<file path="src/design/page_buffer_pool_manager_macros.svh">
// Assertion macros shared by the page buffer pool RTL.
// Expects signals named clock and reset in the including module.
`ifndef PAGE_BUFFER_POOL_MANAGER_MACROS_SVH
`define PAGE_BUFFER_POOL_MANAGER_MACROS_SVH
`ifndef SYNTHESIS
// Condition must hold on every clock edge out of reset
`define PBPM_ASSERT_ALWAYS(lbl, cond) \
   lbl: assert property (@(posedge clock) disable iff (reset) (cond)) \
      else $error("pbpm assertion failed");
// Antecedent implies consequent on the same edge
`define PBPM_ASSERT_IMPLY(lbl, ante, cons) \
   lbl: assert property (@(posedge clock) disable iff (reset) (ante) |-> (cons)) \
      else $error("pbpm assertion failed");
`else
`define PBPM_ASSERT_ALWAYS(lbl, cond)
`define PBPM_ASSERT_IMPLY(lbl, ante, cons)
`endif
`endif

</file>
<file path="src/design/pbpm_pkg.sv">
// Shared codes, constants and controller/datapath interface structs
// for the page buffer pool manager. No dependencies.
package pbpm_pkg;

   localparam int ACT_W      = 3;
   localparam int ST_W       = 3;
   localparam int LIMIT_W    = 5;
   localparam int CSR_IDX_W  = 1;
   localparam int CSR_DATA_W = 5;

   // request actions
   localparam logic [ACT_W-1:0] ACT_GET   = 3'd0;
   localparam logic [ACT_W-1:0] ACT_UNFIX = 3'd1;
   localparam logic [ACT_W-1:0] ACT_ALLOC = 3'd2;
   localparam logic [ACT_W-1:0] ACT_MARK  = 3'd3;
   localparam logic [ACT_W-1:0] ACT_REL   = 3'd4;

   // response status codes
   localparam logic [ST_W-1:0] ST_OK       = 3'd0;
   localparam logic [ST_W-1:0] ST_NO_BUF   = 3'd1;
   localparam logic [ST_W-1:0] ST_FIXED    = 3'd2;
   localparam logic [ST_W-1:0] ST_NOT_IN   = 3'd3;
   localparam logic [ST_W-1:0] ST_UNFIXED  = 3'd4;
   localparam logic [ST_W-1:0] ST_ALREADY  = 3'd5;

   // configuration register indexes
   localparam logic [CSR_IDX_W-1:0] CSR_POLICY = 1'd0;
   localparam logic [CSR_IDX_W-1:0] CSR_LIMIT  = 1'd1;
   localparam logic [LIMIT_W-1:0]   LIMIT_RESET = 5'd16;

   // response frame / write-back source selects
   localparam logic [1:0] FRSEL_NONE = 2'd0;
   localparam logic [1:0] FRSEL_FF   = 2'd1;
   localparam logic [1:0] FRSEL_REC  = 2'd2;
   localparam logic [1:0] WBSEL_NONE  = 2'd0;
   localparam logic [1:0] WBSEL_SAVED = 2'd1;
   localparam logic [1:0] WBSEL_REC   = 2'd2;

   typedef struct packed {
      logic            load_req;
      logic            idx_clr;
      logic            idx_inc;
      logic            victim_pos;
      logic            tag_from_rec;
      logic            fr_from_idx;
      logic            fr_from_rec;
      logic            fr_from_free;
      logic            fr_from_new;
      logic            set_fixed;
      logic            clr_fixed;
      logic            set_dirty;
      logic            unlink;
      logic            drop_rec;
      logic            push_free;
      logic            capture_wb;
      logic            link_head;
      logic            install;
      logic            emit;
      logic [ST_W-1:0] emit_status;
      logic [1:0]      emit_frame;
      logic [1:0]      emit_wb;
      logic            emit_read;
      logic            emit_last;
   } cmd_type;

   typedef struct packed {
      logic [ACT_W-1:0] act;
      logic             req_dirty;
      logic             hit;
      logic             idx_last;
      logic             walk_end;
      logic             fr_fixed;
      logic             rec_match;
      logic             rec_fixed;
      logic             rec_dirty;
      logic             rec_is_fr;
      logic             free_avail;
      logic             can_create;
      logic             out_free;
   } stat_type;

endpackage

</file>
<file path="src/design/page_buffer_pool_manager.sv">
// Top level of the page buffer pool manager: ports, configuration registers,
// controller and datapath. Depends on pbpm_pkg, pbpm_ctrl, pbpm_datapath.
//
// One request is handled at a time. A tag lookup scans frames 0 to FRAMES - 1,
// one per cycle, and stops at the first match. A get or alloc that misses is
// served from the free stack, else from a new frame, else by a victim search
// that scans one recency position per cycle. Unfix or mark on an absent page
// answers after the full scan; on a pinned page it updates the marks, then
// searches the recency list for the frame and moves it to the head. A file
// release walks the recency list from the head, one entry per cycle except
// while a dirty page waits for a free response register, emitting one
// transaction per dirty page written back plus a final one. The response
// register lets the next request be taken while a response waits. No clearing
// pass follows reset.
module page_buffer_pool_manager #(
   parameter int FRAMES       = 16,
   parameter int FILE_ID_BITS = 6,
   parameter int PAGE_BITS    = 16,
   localparam int FR_W  = $clog2(FRAMES),
   localparam int CNT_W = $clog2(FRAMES + 1),
   localparam int REQ_W = ((FILE_ID_BITS + PAGE_BITS + 1 + 7) / 8) * 8,
   localparam int RSP_W = ((FR_W + 2 + FILE_ID_BITS + PAGE_BITS + 7) / 8) * 8
) (
   input  logic                              clock,
   input  logic                              reset,
   // request: tdata = file_id, page_number, mark_dirty; tuser = action
   input  logic                              req_tvalid,
   output logic                              req_tready,
   input  logic [REQ_W-1:0]                  req_tdata,
   input  logic [pbpm_pkg::ACT_W-1:0]        req_tuser,
   // response: tdata = frame_index, read_request, write_back, write_file,
   // write_page; tuser = status
   output logic                              rsp_tvalid,
   input  logic                              rsp_tready,
   output logic [RSP_W-1:0]                  rsp_tdata,
   output logic [pbpm_pkg::ST_W-1:0]         rsp_tuser,
   output logic                              rsp_tlast,
   // configuration write
   input  logic                              csr_valid,
   output logic                              csr_ready,
   input  logic [pbpm_pkg::CSR_IDX_W-1:0]    csr_index,
   input  logic [pbpm_pkg::CSR_DATA_W-1:0]   csr_data
);

   logic                         policy_ff;
   logic [pbpm_pkg::LIMIT_W-1:0] limit_ff;
   pbpm_pkg::cmd_type            cmd;
   pbpm_pkg::stat_type           stat;
   logic [FR_W-1:0]              frame;
   logic                         read, wb;
   logic [FILE_ID_BITS-1:0]      wfile;
   logic [PAGE_BITS-1:0]         wpage;

   assign csr_ready = 1'b1;

   // configuration registers
   always_ff @(posedge clock) begin
      if (reset) begin
         policy_ff <= 1'b0;
         limit_ff  <= pbpm_pkg::LIMIT_RESET;
      end else if (csr_valid) begin
         unique case (csr_index)
            pbpm_pkg::CSR_POLICY: policy_ff <= csr_data[0];
            pbpm_pkg::CSR_LIMIT:  limit_ff  <= csr_data[pbpm_pkg::LIMIT_W-1:0];
            default: ;
         endcase
      end
   end

   pbpm_ctrl u_ctrl (
      .clock      (clock),
      .reset      (reset),
      .req_tvalid (req_tvalid),
      .req_tready (req_tready),
      .req_action (req_tuser),
      .stat       (stat),
      .cmd        (cmd)
   );

   pbpm_datapath #(
      .FRAMES       (FRAMES),
      .FILE_ID_BITS (FILE_ID_BITS),
      .PAGE_BITS    (PAGE_BITS),
      .FR_W         (FR_W),
      .CNT_W        (CNT_W)
   ) u_datapath (
      .clock      (clock),
      .reset      (reset),
      .cmd        (cmd),
      .stat       (stat),
      .req_action (req_tuser),
      .req_file   (req_tdata[FILE_ID_BITS-1:0]),
      .req_page   (req_tdata[FILE_ID_BITS +: PAGE_BITS]),
      .req_dirty  (req_tdata[FILE_ID_BITS + PAGE_BITS]),
      .policy     (policy_ff),
      .limit      (limit_ff),
      .rsp_valid  (rsp_tvalid),
      .rsp_ready  (rsp_tready),
      .rsp_status (rsp_tuser),
      .rsp_frame  (frame),
      .rsp_read   (read),
      .rsp_wb     (wb),
      .rsp_wfile  (wfile),
      .rsp_wpage  (wpage),
      .rsp_last   (rsp_tlast)
   );

   assign rsp_tdata = RSP_W'({wpage, wfile, wb, read, frame});

endmodule

</file>
<file path="src/design/pbpm_ctrl.sv">
// Sequencing state machine of the page buffer pool manager.
// Depends on pbpm_pkg; drives pbpm_datapath through cmd_type.
module pbpm_ctrl (
   input  logic                       clock,
   input  logic                       reset,
   input  logic                       req_tvalid,
   output logic                       req_tready,
   input  logic [pbpm_pkg::ACT_W-1:0] req_action,
   input  pbpm_pkg::stat_type         stat,
   output pbpm_pkg::cmd_type          cmd
);

   localparam logic [3:0] S_IDLE    = 4'd0;
   localparam logic [3:0] S_LOOKUP  = 4'd1;
   localparam logic [3:0] S_HIT     = 4'd2;
   localparam logic [3:0] S_TAKE    = 4'd3;
   localparam logic [3:0] S_VICTIM  = 4'd4;
   localparam logic [3:0] S_INSTALL = 4'd5;
   localparam logic [3:0] S_SEARCH  = 4'd6;
   localparam logic [3:0] S_HEAD    = 4'd7;
   localparam logic [3:0] S_REL     = 4'd8;
   localparam logic [3:0] S_EMPTY   = 4'd9;

   logic [3:0] state_ff, state_in;

   always_ff @(posedge clock) begin
      if (reset) begin
         state_ff <= S_IDLE;
      end else begin
         state_ff <= state_in;
      end
   end

   // next state and command decode
   always_comb begin
      cmd        = '0;
      state_in   = state_ff;
      req_tready = (state_ff == S_IDLE);
      unique case (state_ff)
         S_IDLE: begin
            if (req_tvalid) begin
               cmd.load_req = 1'b1;
               cmd.idx_clr  = 1'b1;
               case (req_action) inside
                  pbpm_pkg::ACT_GET, pbpm_pkg::ACT_ALLOC,
                  pbpm_pkg::ACT_UNFIX, pbpm_pkg::ACT_MARK: state_in = S_LOOKUP;
                  pbpm_pkg::ACT_REL:                       state_in = S_REL;
                  default:                                 state_in = S_EMPTY;
               endcase
            end
         end
         S_LOOKUP: begin
            if (stat.hit) begin
               cmd.fr_from_idx = 1'b1;
               state_in        = S_HIT;
            end else if (!stat.idx_last) begin
               cmd.idx_inc = 1'b1;
            end else if (stat.act == pbpm_pkg::ACT_GET || stat.act == pbpm_pkg::ACT_ALLOC) begin
               state_in = S_TAKE;
            end else if (stat.out_free) begin
               cmd.emit        = 1'b1;
               cmd.emit_status = pbpm_pkg::ST_NOT_IN;
               cmd.emit_last   = 1'b1;
               state_in        = S_IDLE;
            end
         end
         S_HIT: begin
            cmd.emit_last  = 1'b1;
            cmd.emit_frame = pbpm_pkg::FRSEL_FF;
            if (stat.act == pbpm_pkg::ACT_ALLOC) begin
               if (stat.out_free) begin
                  cmd.emit        = 1'b1;
                  cmd.emit_status = pbpm_pkg::ST_ALREADY;
                  cmd.emit_frame  = pbpm_pkg::FRSEL_NONE;
                  state_in        = S_IDLE;
               end
            end else if (stat.act == pbpm_pkg::ACT_GET) begin
               if (stat.out_free) begin
                  cmd.emit        = 1'b1;
                  cmd.emit_status = stat.fr_fixed ? pbpm_pkg::ST_FIXED : pbpm_pkg::ST_OK;
                  cmd.set_fixed   = !stat.fr_fixed;
                  state_in        = S_IDLE;
               end
            end else if (!stat.fr_fixed) begin
               if (stat.out_free) begin
                  cmd.emit        = 1'b1;
                  cmd.emit_status = pbpm_pkg::ST_UNFIXED;
                  state_in        = S_IDLE;
               end
            end else begin
               // pinned page: update marks, then move it to the head
               cmd.set_dirty = (stat.act == pbpm_pkg::ACT_MARK) || stat.req_dirty;
               cmd.clr_fixed = (stat.act == pbpm_pkg::ACT_UNFIX);
               cmd.idx_clr   = 1'b1;
               state_in      = S_SEARCH;
            end
         end
         S_TAKE: begin
            if (stat.free_avail) begin
               cmd.fr_from_free = 1'b1;
               state_in         = S_INSTALL;
            end else if (stat.can_create) begin
               cmd.fr_from_new = 1'b1;
               state_in        = S_INSTALL;
            end else begin
               cmd.idx_clr = 1'b1;
               state_in    = S_VICTIM;
            end
         end
         S_VICTIM: begin
            cmd.victim_pos   = 1'b1;
            cmd.tag_from_rec = 1'b1;
            if (stat.walk_end) begin
               if (stat.out_free) begin
                  cmd.emit        = 1'b1;
                  cmd.emit_status = pbpm_pkg::ST_NO_BUF;
                  cmd.emit_last   = 1'b1;
                  state_in        = S_IDLE;
               end
            end else if (!stat.rec_fixed) begin
               cmd.fr_from_rec = 1'b1;
               cmd.capture_wb  = 1'b1;
               cmd.drop_rec    = 1'b1;
               cmd.unlink      = 1'b1;
               state_in        = S_INSTALL;
            end else begin
               cmd.idx_inc = 1'b1;
            end
         end
         S_INSTALL: begin
            if (stat.out_free) begin
               cmd.link_head   = 1'b1;
               cmd.install     = 1'b1;
               cmd.emit        = 1'b1;
               cmd.emit_status = pbpm_pkg::ST_OK;
               cmd.emit_frame  = pbpm_pkg::FRSEL_FF;
               cmd.emit_wb     = pbpm_pkg::WBSEL_SAVED;
               cmd.emit_read   = (stat.act == pbpm_pkg::ACT_GET);
               cmd.emit_last   = 1'b1;
               state_in        = S_IDLE;
            end
         end
         S_SEARCH: begin
            if (stat.walk_end) begin
               state_in = S_HEAD;
            end else if (stat.rec_is_fr) begin
               cmd.unlink = 1'b1;
               state_in   = S_HEAD;
            end else begin
               cmd.idx_inc = 1'b1;
            end
         end
         S_HEAD: begin
            if (stat.out_free) begin
               cmd.link_head   = 1'b1;
               cmd.emit        = 1'b1;
               cmd.emit_status = pbpm_pkg::ST_OK;
               cmd.emit_frame  = pbpm_pkg::FRSEL_FF;
               cmd.emit_last   = 1'b1;
               state_in        = S_IDLE;
            end
         end
         S_REL: begin
            cmd.tag_from_rec = 1'b1;
            if (stat.walk_end) begin
               if (stat.out_free) begin
                  cmd.emit        = 1'b1;
                  cmd.emit_status = pbpm_pkg::ST_OK;
                  cmd.emit_last   = 1'b1;
                  state_in        = S_IDLE;
               end
            end else if (!stat.rec_match) begin
               cmd.idx_inc = 1'b1;
            end else if (stat.rec_fixed) begin
               if (stat.out_free) begin
                  cmd.emit        = 1'b1;
                  cmd.emit_status = pbpm_pkg::ST_FIXED;
                  cmd.emit_frame  = pbpm_pkg::FRSEL_REC;
                  cmd.emit_last   = 1'b1;
                  state_in        = S_IDLE;
               end
            end else if (!stat.rec_dirty || stat.out_free) begin
               // release this page; a dirty one reports its write-back
               cmd.emit        = stat.rec_dirty;
               cmd.emit_status = pbpm_pkg::ST_OK;
               cmd.emit_frame  = pbpm_pkg::FRSEL_REC;
               cmd.emit_wb     = pbpm_pkg::WBSEL_REC;
               cmd.drop_rec    = 1'b1;
               cmd.unlink      = 1'b1;
               cmd.push_free   = 1'b1;
            end
         end
         S_EMPTY: begin
            if (stat.out_free) begin
               cmd.emit      = 1'b1;
               cmd.emit_last = 1'b1;
               state_in      = S_IDLE;
            end
         end
         default: state_in = S_IDLE;
      endcase
   end

endmodule

</file>
<file path="src/design/pbpm_datapath.sv">
// Frame tags, marks, recency list, free stack, counters and response register.
// Depends on pbpm_pkg and page_buffer_pool_manager_macros.svh.
`include "page_buffer_pool_manager_macros.svh"
module pbpm_datapath #(
   parameter int FRAMES       = 16,
   parameter int FILE_ID_BITS = 6,
   parameter int PAGE_BITS    = 16,
   parameter int FR_W         = 4,
   parameter int CNT_W        = 5
) (
   input  logic                            clock,
   input  logic                            reset,
   input  pbpm_pkg::cmd_type               cmd,
   output pbpm_pkg::stat_type              stat,
   input  logic [pbpm_pkg::ACT_W-1:0]      req_action,
   input  logic [FILE_ID_BITS-1:0]         req_file,
   input  logic [PAGE_BITS-1:0]            req_page,
   input  logic                            req_dirty,
   input  logic                            policy,
   input  logic [pbpm_pkg::LIMIT_W-1:0]    limit,
   output logic                            rsp_valid,
   input  logic                            rsp_ready,
   output logic [pbpm_pkg::ST_W-1:0]       rsp_status,
   output logic [FR_W-1:0]                 rsp_frame,
   output logic                            rsp_read,
   output logic                            rsp_wb,
   output logic [FILE_ID_BITS-1:0]         rsp_wfile,
   output logic [PAGE_BITS-1:0]            rsp_wpage,
   output logic                            rsp_last
);

   // request latch
   logic [pbpm_pkg::ACT_W-1:0] act_ff;
   logic [FILE_ID_BITS-1:0]    file_ff;
   logic [PAGE_BITS-1:0]       page_ff;
   logic                       rdirty_ff;

   // frame state
   logic [FILE_ID_BITS-1:0] tag_file_ff [FRAMES];
   logic [PAGE_BITS-1:0]    tag_page_ff [FRAMES];
   logic [FRAMES-1:0]       resident_ff, resident_in;
   logic [FRAMES-1:0]       fixed_ff, fixed_in;
   logic [FRAMES-1:0]       dirty_ff, dirty_in;
   logic [FR_W-1:0]         rec_ff [FRAMES];
   logic [FR_W-1:0]         rec_in [FRAMES];
   logic [CNT_W-1:0]        res_cnt_ff, res_cnt_in;
   logic [FR_W-1:0]         stk_ff [FRAMES];
   logic [CNT_W-1:0]        free_cnt_ff, free_cnt_in;
   logic [CNT_W-1:0]        created_ff;

   // walk and working registers
   logic [CNT_W-1:0]        idx_ff;
   logic [FR_W-1:0]         fr_ff;
   logic                    wb_ff;
   logic [FILE_ID_BITS-1:0] wb_file_ff;
   logic [PAGE_BITS-1:0]    wb_page_ff;

   // response register
   logic                    out_valid_ff;
   logic [pbpm_pkg::ST_W-1:0] out_status_ff;
   logic [FR_W-1:0]         out_frame_ff;
   logic                    out_read_ff, out_wb_ff, out_last_ff;
   logic [FILE_ID_BITS-1:0] out_wfile_ff;
   logic [PAGE_BITS-1:0]    out_wpage_ff;

   logic [CNT_W-1:0] vpos;
   logic [FR_W-1:0]  walk_pos, rec_at, taddr, stk_top;
   logic             file_match, out_free;

   // walk position: victim scan runs from the tail for LRU, head for MRU
   assign vpos     = policy ? idx_ff : (res_cnt_ff - CNT_W'(1) - idx_ff);
   assign walk_pos = cmd.victim_pos ? vpos[FR_W-1:0] : idx_ff[FR_W-1:0];
   assign rec_at   = rec_ff[walk_pos];
   assign taddr    = cmd.tag_from_rec ? rec_at : idx_ff[FR_W-1:0];
   assign stk_top  = stk_ff[free_cnt_ff[FR_W-1:0] - FR_W'(1)];
   assign file_match = (tag_file_ff[taddr] == file_ff);
   assign out_free = !out_valid_ff || rsp_ready;

   // status to the controller
   always_comb begin
      stat.act        = act_ff;
      stat.req_dirty  = rdirty_ff;
      stat.hit        = resident_ff[taddr] && file_match && (tag_page_ff[taddr] == page_ff);
      stat.idx_last   = (idx_ff == CNT_W'(FRAMES - 1));
      stat.walk_end   = (idx_ff >= res_cnt_ff);
      stat.fr_fixed   = fixed_ff[fr_ff];
      stat.rec_match  = resident_ff[taddr] && file_match;
      stat.rec_fixed  = fixed_ff[rec_at];
      stat.rec_dirty  = dirty_ff[rec_at];
      stat.rec_is_fr  = (rec_at == fr_ff);
      stat.free_avail = (free_cnt_ff != '0);
      stat.can_create = (32'(created_ff) < 32'(FRAMES)) && (32'(created_ff) < 32'(limit));
      stat.out_free   = out_free;
   end

   // mark bits
   always_comb begin
      resident_in = resident_ff;
      fixed_in    = fixed_ff;
      dirty_in    = dirty_ff;
      if (cmd.set_fixed) fixed_in[fr_ff] = 1'b1;
      if (cmd.clr_fixed) fixed_in[fr_ff] = 1'b0;
      if (cmd.set_dirty) dirty_in[fr_ff] = 1'b1;
      if (cmd.drop_rec) begin
         resident_in[rec_at] = 1'b0;
         dirty_in[rec_at]    = 1'b0;
      end
      if (cmd.install) begin
         resident_in[fr_ff] = 1'b1;
         fixed_in[fr_ff]    = 1'b1;
         dirty_in[fr_ff]    = 1'b0;
      end
   end

   // recency list: unlink compacts toward head, link shifts toward tail
   always_comb begin
      for (int j = 0; j < FRAMES; j++) begin
         rec_in[j] = rec_ff[j];
      end
      res_cnt_in = res_cnt_ff;
      if (cmd.unlink) begin
         for (int j = 0; j < FRAMES - 1; j++) begin
            if (CNT_W'(j) >= {{(CNT_W-FR_W){1'b0}}, walk_pos} &&
                CNT_W'(j + 1) < res_cnt_ff) begin
               rec_in[j] = rec_ff[j + 1];
            end
         end
         res_cnt_in = res_cnt_ff - CNT_W'(1);
      end else if (cmd.link_head && (res_cnt_ff < CNT_W'(FRAMES))) begin
         for (int j = 1; j < FRAMES; j++) begin
            rec_in[j] = rec_ff[j - 1];
         end
         rec_in[0]  = fr_ff;
         res_cnt_in = res_cnt_ff + CNT_W'(1);
      end
   end

   // free stack count
   always_comb begin
      free_cnt_in = free_cnt_ff;
      if (cmd.fr_from_free) begin
         free_cnt_in = free_cnt_ff - CNT_W'(1);
      end else if (cmd.push_free && (free_cnt_ff < CNT_W'(FRAMES))) begin
         free_cnt_in = free_cnt_ff + CNT_W'(1);
      end
   end

   // control state
   always_ff @(posedge clock) begin
      if (reset) begin
         resident_ff  <= '0;
         fixed_ff     <= '0;
         dirty_ff     <= '0;
         res_cnt_ff   <= '0;
         free_cnt_ff  <= '0;
         created_ff   <= '0;
         out_valid_ff <= 1'b0;
      end else begin
         resident_ff <= resident_in;
         fixed_ff    <= fixed_in;
         dirty_ff    <= dirty_in;
         res_cnt_ff  <= res_cnt_in;
         free_cnt_ff <= free_cnt_in;
         if (cmd.fr_from_new) created_ff <= created_ff + CNT_W'(1);
         if (cmd.emit) begin
            out_valid_ff <= 1'b1;
         end else if (rsp_ready) begin
            out_valid_ff <= 1'b0;
         end
      end
   end

   // payload state
   always_ff @(posedge clock) begin
      for (int j = 0; j < FRAMES; j++) begin
         rec_ff[j] <= rec_in[j];
      end
      if (cmd.load_req) begin
         act_ff    <= req_action;
         file_ff   <= req_file;
         page_ff   <= req_page;
         rdirty_ff <= req_dirty;
         wb_ff     <= 1'b0;
      end
      if (cmd.idx_clr) begin
         idx_ff <= '0;
      end else if (cmd.idx_inc) begin
         idx_ff <= idx_ff + CNT_W'(1);
      end
      if (cmd.fr_from_idx)  fr_ff <= idx_ff[FR_W-1:0];
      if (cmd.fr_from_rec)  fr_ff <= rec_at;
      if (cmd.fr_from_free) fr_ff <= stk_top;
      if (cmd.fr_from_new)  fr_ff <= created_ff[FR_W-1:0];
      if (cmd.capture_wb) begin
         wb_ff      <= dirty_ff[rec_at];
         wb_file_ff <= tag_file_ff[rec_at];
         wb_page_ff <= tag_page_ff[rec_at];
      end
      if (cmd.push_free && (free_cnt_ff < CNT_W'(FRAMES))) begin
         stk_ff[free_cnt_ff[FR_W-1:0]] <= rec_at;
      end
      if (cmd.install) begin
         tag_file_ff[fr_ff] <= file_ff;
         tag_page_ff[fr_ff] <= page_ff;
      end
      if (cmd.emit) begin
         out_status_ff <= cmd.emit_status;
         out_read_ff   <= cmd.emit_read;
         out_last_ff   <= cmd.emit_last;
         case (cmd.emit_frame)
            pbpm_pkg::FRSEL_FF:  out_frame_ff <= fr_ff;
            pbpm_pkg::FRSEL_REC: out_frame_ff <= rec_at;
            default:             out_frame_ff <= '0;
         endcase
         case (cmd.emit_wb)
            pbpm_pkg::WBSEL_SAVED: begin
               out_wb_ff    <= wb_ff;
               out_wfile_ff <= wb_ff ? wb_file_ff : '0;
               out_wpage_ff <= wb_ff ? wb_page_ff : '0;
            end
            pbpm_pkg::WBSEL_REC: begin
               out_wb_ff    <= 1'b1;
               out_wfile_ff <= file_ff;
               out_wpage_ff <= tag_page_ff[rec_at];
            end
            default: begin
               out_wb_ff    <= 1'b0;
               out_wfile_ff <= '0;
               out_wpage_ff <= '0;
            end
         endcase
      end
   end

   assign rsp_valid  = out_valid_ff;
   assign rsp_status = out_status_ff;
   assign rsp_frame  = out_frame_ff;
   assign rsp_read   = out_read_ff;
   assign rsp_wb     = out_wb_ff;
   assign rsp_wfile  = out_wfile_ff;
   assign rsp_wpage  = out_wpage_ff;
   assign rsp_last   = out_last_ff;

   // a pinned or modified frame is always resident
   `PBPM_ASSERT_ALWAYS(a_fixed_resident, (fixed_ff & ~resident_ff) == '0)
   `PBPM_ASSERT_ALWAYS(a_dirty_resident, (dirty_ff & ~resident_ff) == '0)
   // every listed or stacked frame was created at some point
   `PBPM_ASSERT_ALWAYS(a_frames_accounted, 32'(res_cnt_ff) + 32'(free_cnt_ff) <= 32'(created_ff))
   // a free stack pop never happens on an empty stack
   `PBPM_ASSERT_IMPLY(a_pop_nonempty, cmd.fr_from_free, free_cnt_ff != '0)

endmodule
</file>
<file path="config.mk">
export PLATFORM = sky130hd
export DESIGN_NAME = page_buffer_pool_manager
export DESIGN_NICKNAME = d
export VERILOG_FILES = /design/src/design/pbpm_pkg.sv /design/src/design/page_buffer_pool_manager.sv /design/src/design/pbpm_ctrl.sv /design/src/design/pbpm_datapath.sv
export VERILOG_INCLUDE_DIRS = /design/src /design/src/design
export SDC_FILE = /design/constraint.sdc
export NUM_CORES = 1
export LEC_CHECK = 0
export BUFFER_PORTS_ARGS = -buffer_cell sky130_fd_sc_hd__buf_2
export CAP_MARGIN = 40
export CELL_PAD_IN_SITES_DETAIL_PLACEMENT = 2
export CELL_PAD_IN_SITES_GLOBAL_PLACEMENT = 2
export CORE_MARGIN = 2
export CORE_UTILIZATION = 44
export CTS_CLUSTER_SIZE = 28
export DETAILED_ROUTE_END_ITERATION = 6
export PLACE_DENSITY = 0.84
export SYNTH_ARGS = -nofsm -noshare
export SYNTH_HDL_FRONTEND = slang
export SYNTH_SLANG_ARGS = --single-unit
</file>
<file path="constraint.sdc">
create_clock -name clock -period 9.1 [get_ports clock]
set_input_delay 0.455 -clock clock [delete_from_list [all_inputs] [get_ports clock]]
set_output_delay 0.455 -clock clock [all_outputs]
set_load 0.005 [all_outputs]
</file>
==> tab_implementation.tex <==
\begin{tabular}{lr}
\hline
Metric & Value \\
\hline
\multicolumn{2}{l}{\textbf{Synth}} \\
Proportion of register bits with asynchronous set or reset after synthesis & 0 \\
EDFF count, synth & 565 \\
Total standard cell area after synthesis & 32340 um2 \\
Number of distinct library cells after synthesis & 101 \\
Most common flop cell mapped by yosys & edfxtp\_1 \\
Total of flip-flops plus latches after synthesis & 644 \\
Sequential area share after synthesis & 0.5735 \\
Yosys warning total & 0 \\
Synthesized instance count & 2775 \\
Mean Syn Cell Area & 11.65 um2 \\
\multicolumn{2}{l}{\textbf{Final layout}} \\
Area growth from synthesis to layout & 13.15\% \\
Share of final-layout standard cells stronger than drive strength 1 & 0.1385 \\
Commonest non-fill, non-tap cell in the layout & edfxtp\_1 \\
Top library cells by usage in the layout, fill and taps aside & edfxtp\_1 (565), nand2\_1 (482), nor2\_1 (134), a21oi\_1 (134), nand3\_1 (120) \\
Final net count & 2907 \\
Final non-filler cell total & 3856 \\
Fill cell total of the finished layout & 7073 \\
\multicolumn{2}{l}{\textbf{Drt}} \\
Via count & 25584 \\
Number of violations reported at the end of detailed-routing iteration 0 & 2309 \\
Remaining antenna violation count after routing & 0 \\
Wire length per cell after detailed routing & 31.72 um \\
Total iterations of the first detailed-routing run & 6 \\
Via count normalized by instance count & 6.635 \\
Post-route DRC & 0 \\
Sum of routed wire length over all layers & 122.3 mm \\
\multicolumn{2}{l}{\textbf{STA}} \\
Period Utilization, post-route & 0.9296 \\
Unrepaired setup endpoints after global routing & no \\
Max Transition Viols Final & 0 \\
Transition time of the tightest slew-check pin & 1.006 ns \\
Total negative slack & 0 ns \\
Relative max-transition margin & 0.3230 \\
Hold Violations, Final & 0 \\
Peak Freq & 118.2 MHz \\
Post-layout minimum cycle time & 8.459 ns \\
Clock skew after layout & 0.03056 ns \\
Number of setup violations in the final report & 0 \\
\multicolumn{2}{l}{\textbf{Floorplanning}} \\
Die Footprint & 75690 um2 \\
Initial Utilization & 0.4440 \\
Die Span Y & 275.1 um \\
Number of rows in the core area & 99 \\
Horizontal die dimension & 275.1 um \\
Core area & 72830 um2 \\
Ports & 77 \\
\multicolumn{2}{l}{\textbf{Worst setup path}} \\
R2R setup slack & 0.64 ns \\
Data arrival time of the worst path & 8.82 ns \\
Critical Path Source Type & flop \\
Type of the setup path with the least slack & flop to flop \\
CP Capture Type & flop \\
Largest fanout on the critical path & 24 \\
Crit-path most repeated cell & a22oi\_1 \\
Endpoint required time on the critical path & 9.46 ns \\
WP buf/inv & 3 \\
Crit path max-delay family & compound AO/OA/AOI/OAI gates \\
Sequence of cells on the critical path & inv\_1 > ha\_1 > fa\_1 > xor2\_1 > nand3\_1 > o32ai\_1 > a22oi\_1 > o22ai\_1 > or3\_1 > inv\_4 > o31ai\_2 > a22oi\_1 > o311ai\_0 > and4\_1 > nor4b\_4 > nand4\_2 > ha\_1 > and2\_1 > buf\_4 > a22oi\_1 > nor2\_1 \\
Slowest stage delay, CP & 0.67 ns \\
Critical path's slowest cell & dfxtp\_1 \\
\multicolumn{2}{l}{\textbf{Power and ir drop}} \\
Net switching power figure & 5.640 mW \\
Internal power of the cells & 7.022 mW \\
Power density over cell area & 346.0 nW/um2 \\
Maximum ir drop on the vdd rail & 438.2 uV \\
Power after layout & 12.66 mW \\
Proportion of total power due to net switching & 0.4454 \\
LEAKAGE & 12.63 nW \\
Share of total power in sequential cells & 0.289 \\
Combinational group share of total power & 0.471 \\
Clock network fraction of design power & 0.241 \\
\multicolumn{2}{l}{\textbf{GRT}} \\
Via count of the first global-routing pass & 27842 \\
Antenna violations before repair & 1 \\
First-pass GRT wire length & 181.1 mm \\
Overflow left after global routing & 0 \\
Largest net degree at the start of global routing & 183 \\
Tot GR Track Use & 0.3210 \\
\multicolumn{2}{l}{\textbf{Placement}} \\
Post-detailed-placement half-perimeter wirelength & 77.80 mm \\
Port Buffer Count & 70 \\
Routability congestion estimate & 0.8991 \\
Cell count after placement & 3697 \\
\multicolumn{2}{l}{\textbf{CTS}} \\
Register clock-pin slew on the reported worst setup and hold paths & 0.07 ns \\
Number of CTS-inserted buffers & 73 \\
Number of clock sinks & 644 \\
Latest clock arrival within the worst-skew pair & 0.65 ns \\
\# H-tree levels & 3 \\
CTS tree & built \\
Root Buffer & clkbuf\_16 \\
Clock Path Buffers & 3 \\
\multicolumn{2}{l}{\textbf{Outcome}} \\
Status & completed \\
\multicolumn{2}{l}{\textbf{Min path}} \\
Worst min path class & primary input to flop \\
\multicolumn{2}{l}{\textbf{Job}} \\
Number of max-capacitance violations reported & 0 \\
\hline
\end{tabular}
-- layout make-up --
class,count,area [um2],share of cell area
Sequential cell,644,18550,0.5068
Timing Repair Buffer,180,1395,0.03812
Clock buffer,104,2108,0.05761
Inverter,73,284.0,0.007761
Tap cell,959,1200,0.03279
Antenna cell,1,2.502,0.00006838
Clock inverter,30,324.1,0.008855
Multi-Input combinational cell,1865,12730,0.3480
-- cell families after synthesis --
| kind of cell | synth area share |
|---|---|
| buf+inv | 0.03470 |
| compound gates | 0.1464 |
| mux | 0.07625 |
| xor+xnor | 0.02031 |
| simple gates | 0.1358 |
| fa+ha+maj | 0.01284 |
| other cells | 0.0002322 |
| flops | 0.5735 |
-- registers in the layout, indices dropped and copies added, names as in the netlist, 5 cells and up, named ones only --
signal	count
u_datapath.page_ff	16
u_datapath.rsp_wfile	6
u_datapath.wb_page_ff	16
u_datapath.res_cnt_ff	5
u_datapath.resident_ff	16
limit_ff	5
u_datapath.wb_file_ff	6
u_datapath.file_ff	6
u_datapath.tag_page_ff	256
u_datapath.created_ff	5
u_datapath.tag_file_ff	96
u_datapath.rec_ff	64
u_datapath.stk_ff	64
u_datapath.free_cnt_ff	5
u_datapath.dirty_ff	16
u_datapath.idx_ff	5
u_datapath.rsp_wpage	16
-- path summary, 6_finish.rpt --
path | startpoint | end | cells after the start
min reg2reg | limit_ff[3] | limit_ff[3] | 2
max | u_datapath.res_cnt_ff[0] | u_datapath.rsp_wpage[11] | 21
min | req_tdata[1] | u_datapath.file_ff[1] | 1
max reg2reg | u_datapath.res_cnt_ff[0] | u_datapath.rsp_wpage[11] | 21
-- stage by stage --
| stage | worst slack, ns | util | area [um2] | hold WS (ns) |
|---|---|---|---|---|
| 4_1_cts | 0.6843 | 0.5011 | 36500 | 0.01193 |
| 6_report | 0.6411 | 0.5024 | 36600 | 0.02658 |
| 3_3_place_gp | 1.096 | 0.4633 | 33740 | 0.4380 |
| 2_1_floorplan | 1.863 | - | 32350 | 0.4259 |
| 3_5_place_dp | 0.8019 | 0.4650 | 33870 | 0.4509 |
| 5_1_grt | 0.07350 | 0.5024 | 36590 | 0.02967 |
-- repair_timing --
item,4_1_cts,5_1_grt
gates resized for setup,0,1
endpoints found under the hold margin,20,0
buffers inserted,0,0
endpoints found under the setup margin,0,8
hold buffers,20,0
-- per-layer routing --
layer / up-vias / part of all wire / global-route usage
met1: 13410 / 0.39 / 0.3906
met4: 2 / 0.050 / 0.1624
met2: 1089 / 0.50 / 0.5515
met5: - / 0.00011 / 0
met3: 334 / 0.063 / 0.05316
li1: 10749 / - / -
-- Yosys cell counts (10+ instances only) --
cell	n	area share
edfxtp_1	565	0.52
nand2_1	483	0.056
a21oi_1	135	0.021
nor2_1	134	0.016
clkbuf_1	131	0.015
nand3_1	120	0.019
dfxtp_1	79	0.049
and3_1	74	0.014
mux4_2	73	0.051
mux2i_1	72	0.022
a311oi_1	70	0.019
inv_1	65	0.0075
a22o_1	58	0.016
o21ai_0	57	0.0088
a211oi_1	38	0.0088
xnor2_1	38	0.010
a22oi_1	37	0.0086
xor2_1	37	0.010
a31oi_1	35	0.0068
ha_1	30	0.012
nor3_1	27	0.0042
buf_2	26	0.0040
nor4_1	25	0.0048
o31ai_1	25	0.0058
and2_1	22	0.0043
buf_1	19	0.0022
o211ai_1	18	0.0042
buf_4	17	0.0039
a32oi_1	16	0.0043
o22ai_1	14	0.0027
or3_1	13	0.0025
nand2b_1	12	0.0023
o311ai_0	11	0.0030
a21o_1	10	0.0023
nand4_1	10	0.0019
-- power groups by stage --
stage	Clock, mW	Sequential (mW)	Combinational [mW]
after global routing	3.17	3.67	6.28
after CTS	3.08	3.67	5.83
after global placement	0	3.71	5.33
final	3.05	3.66	5.96
after detailed placement	0	3.73	5.75
after floorplan	0	3.65	3.57
Power figures use the tool's default switching activity.
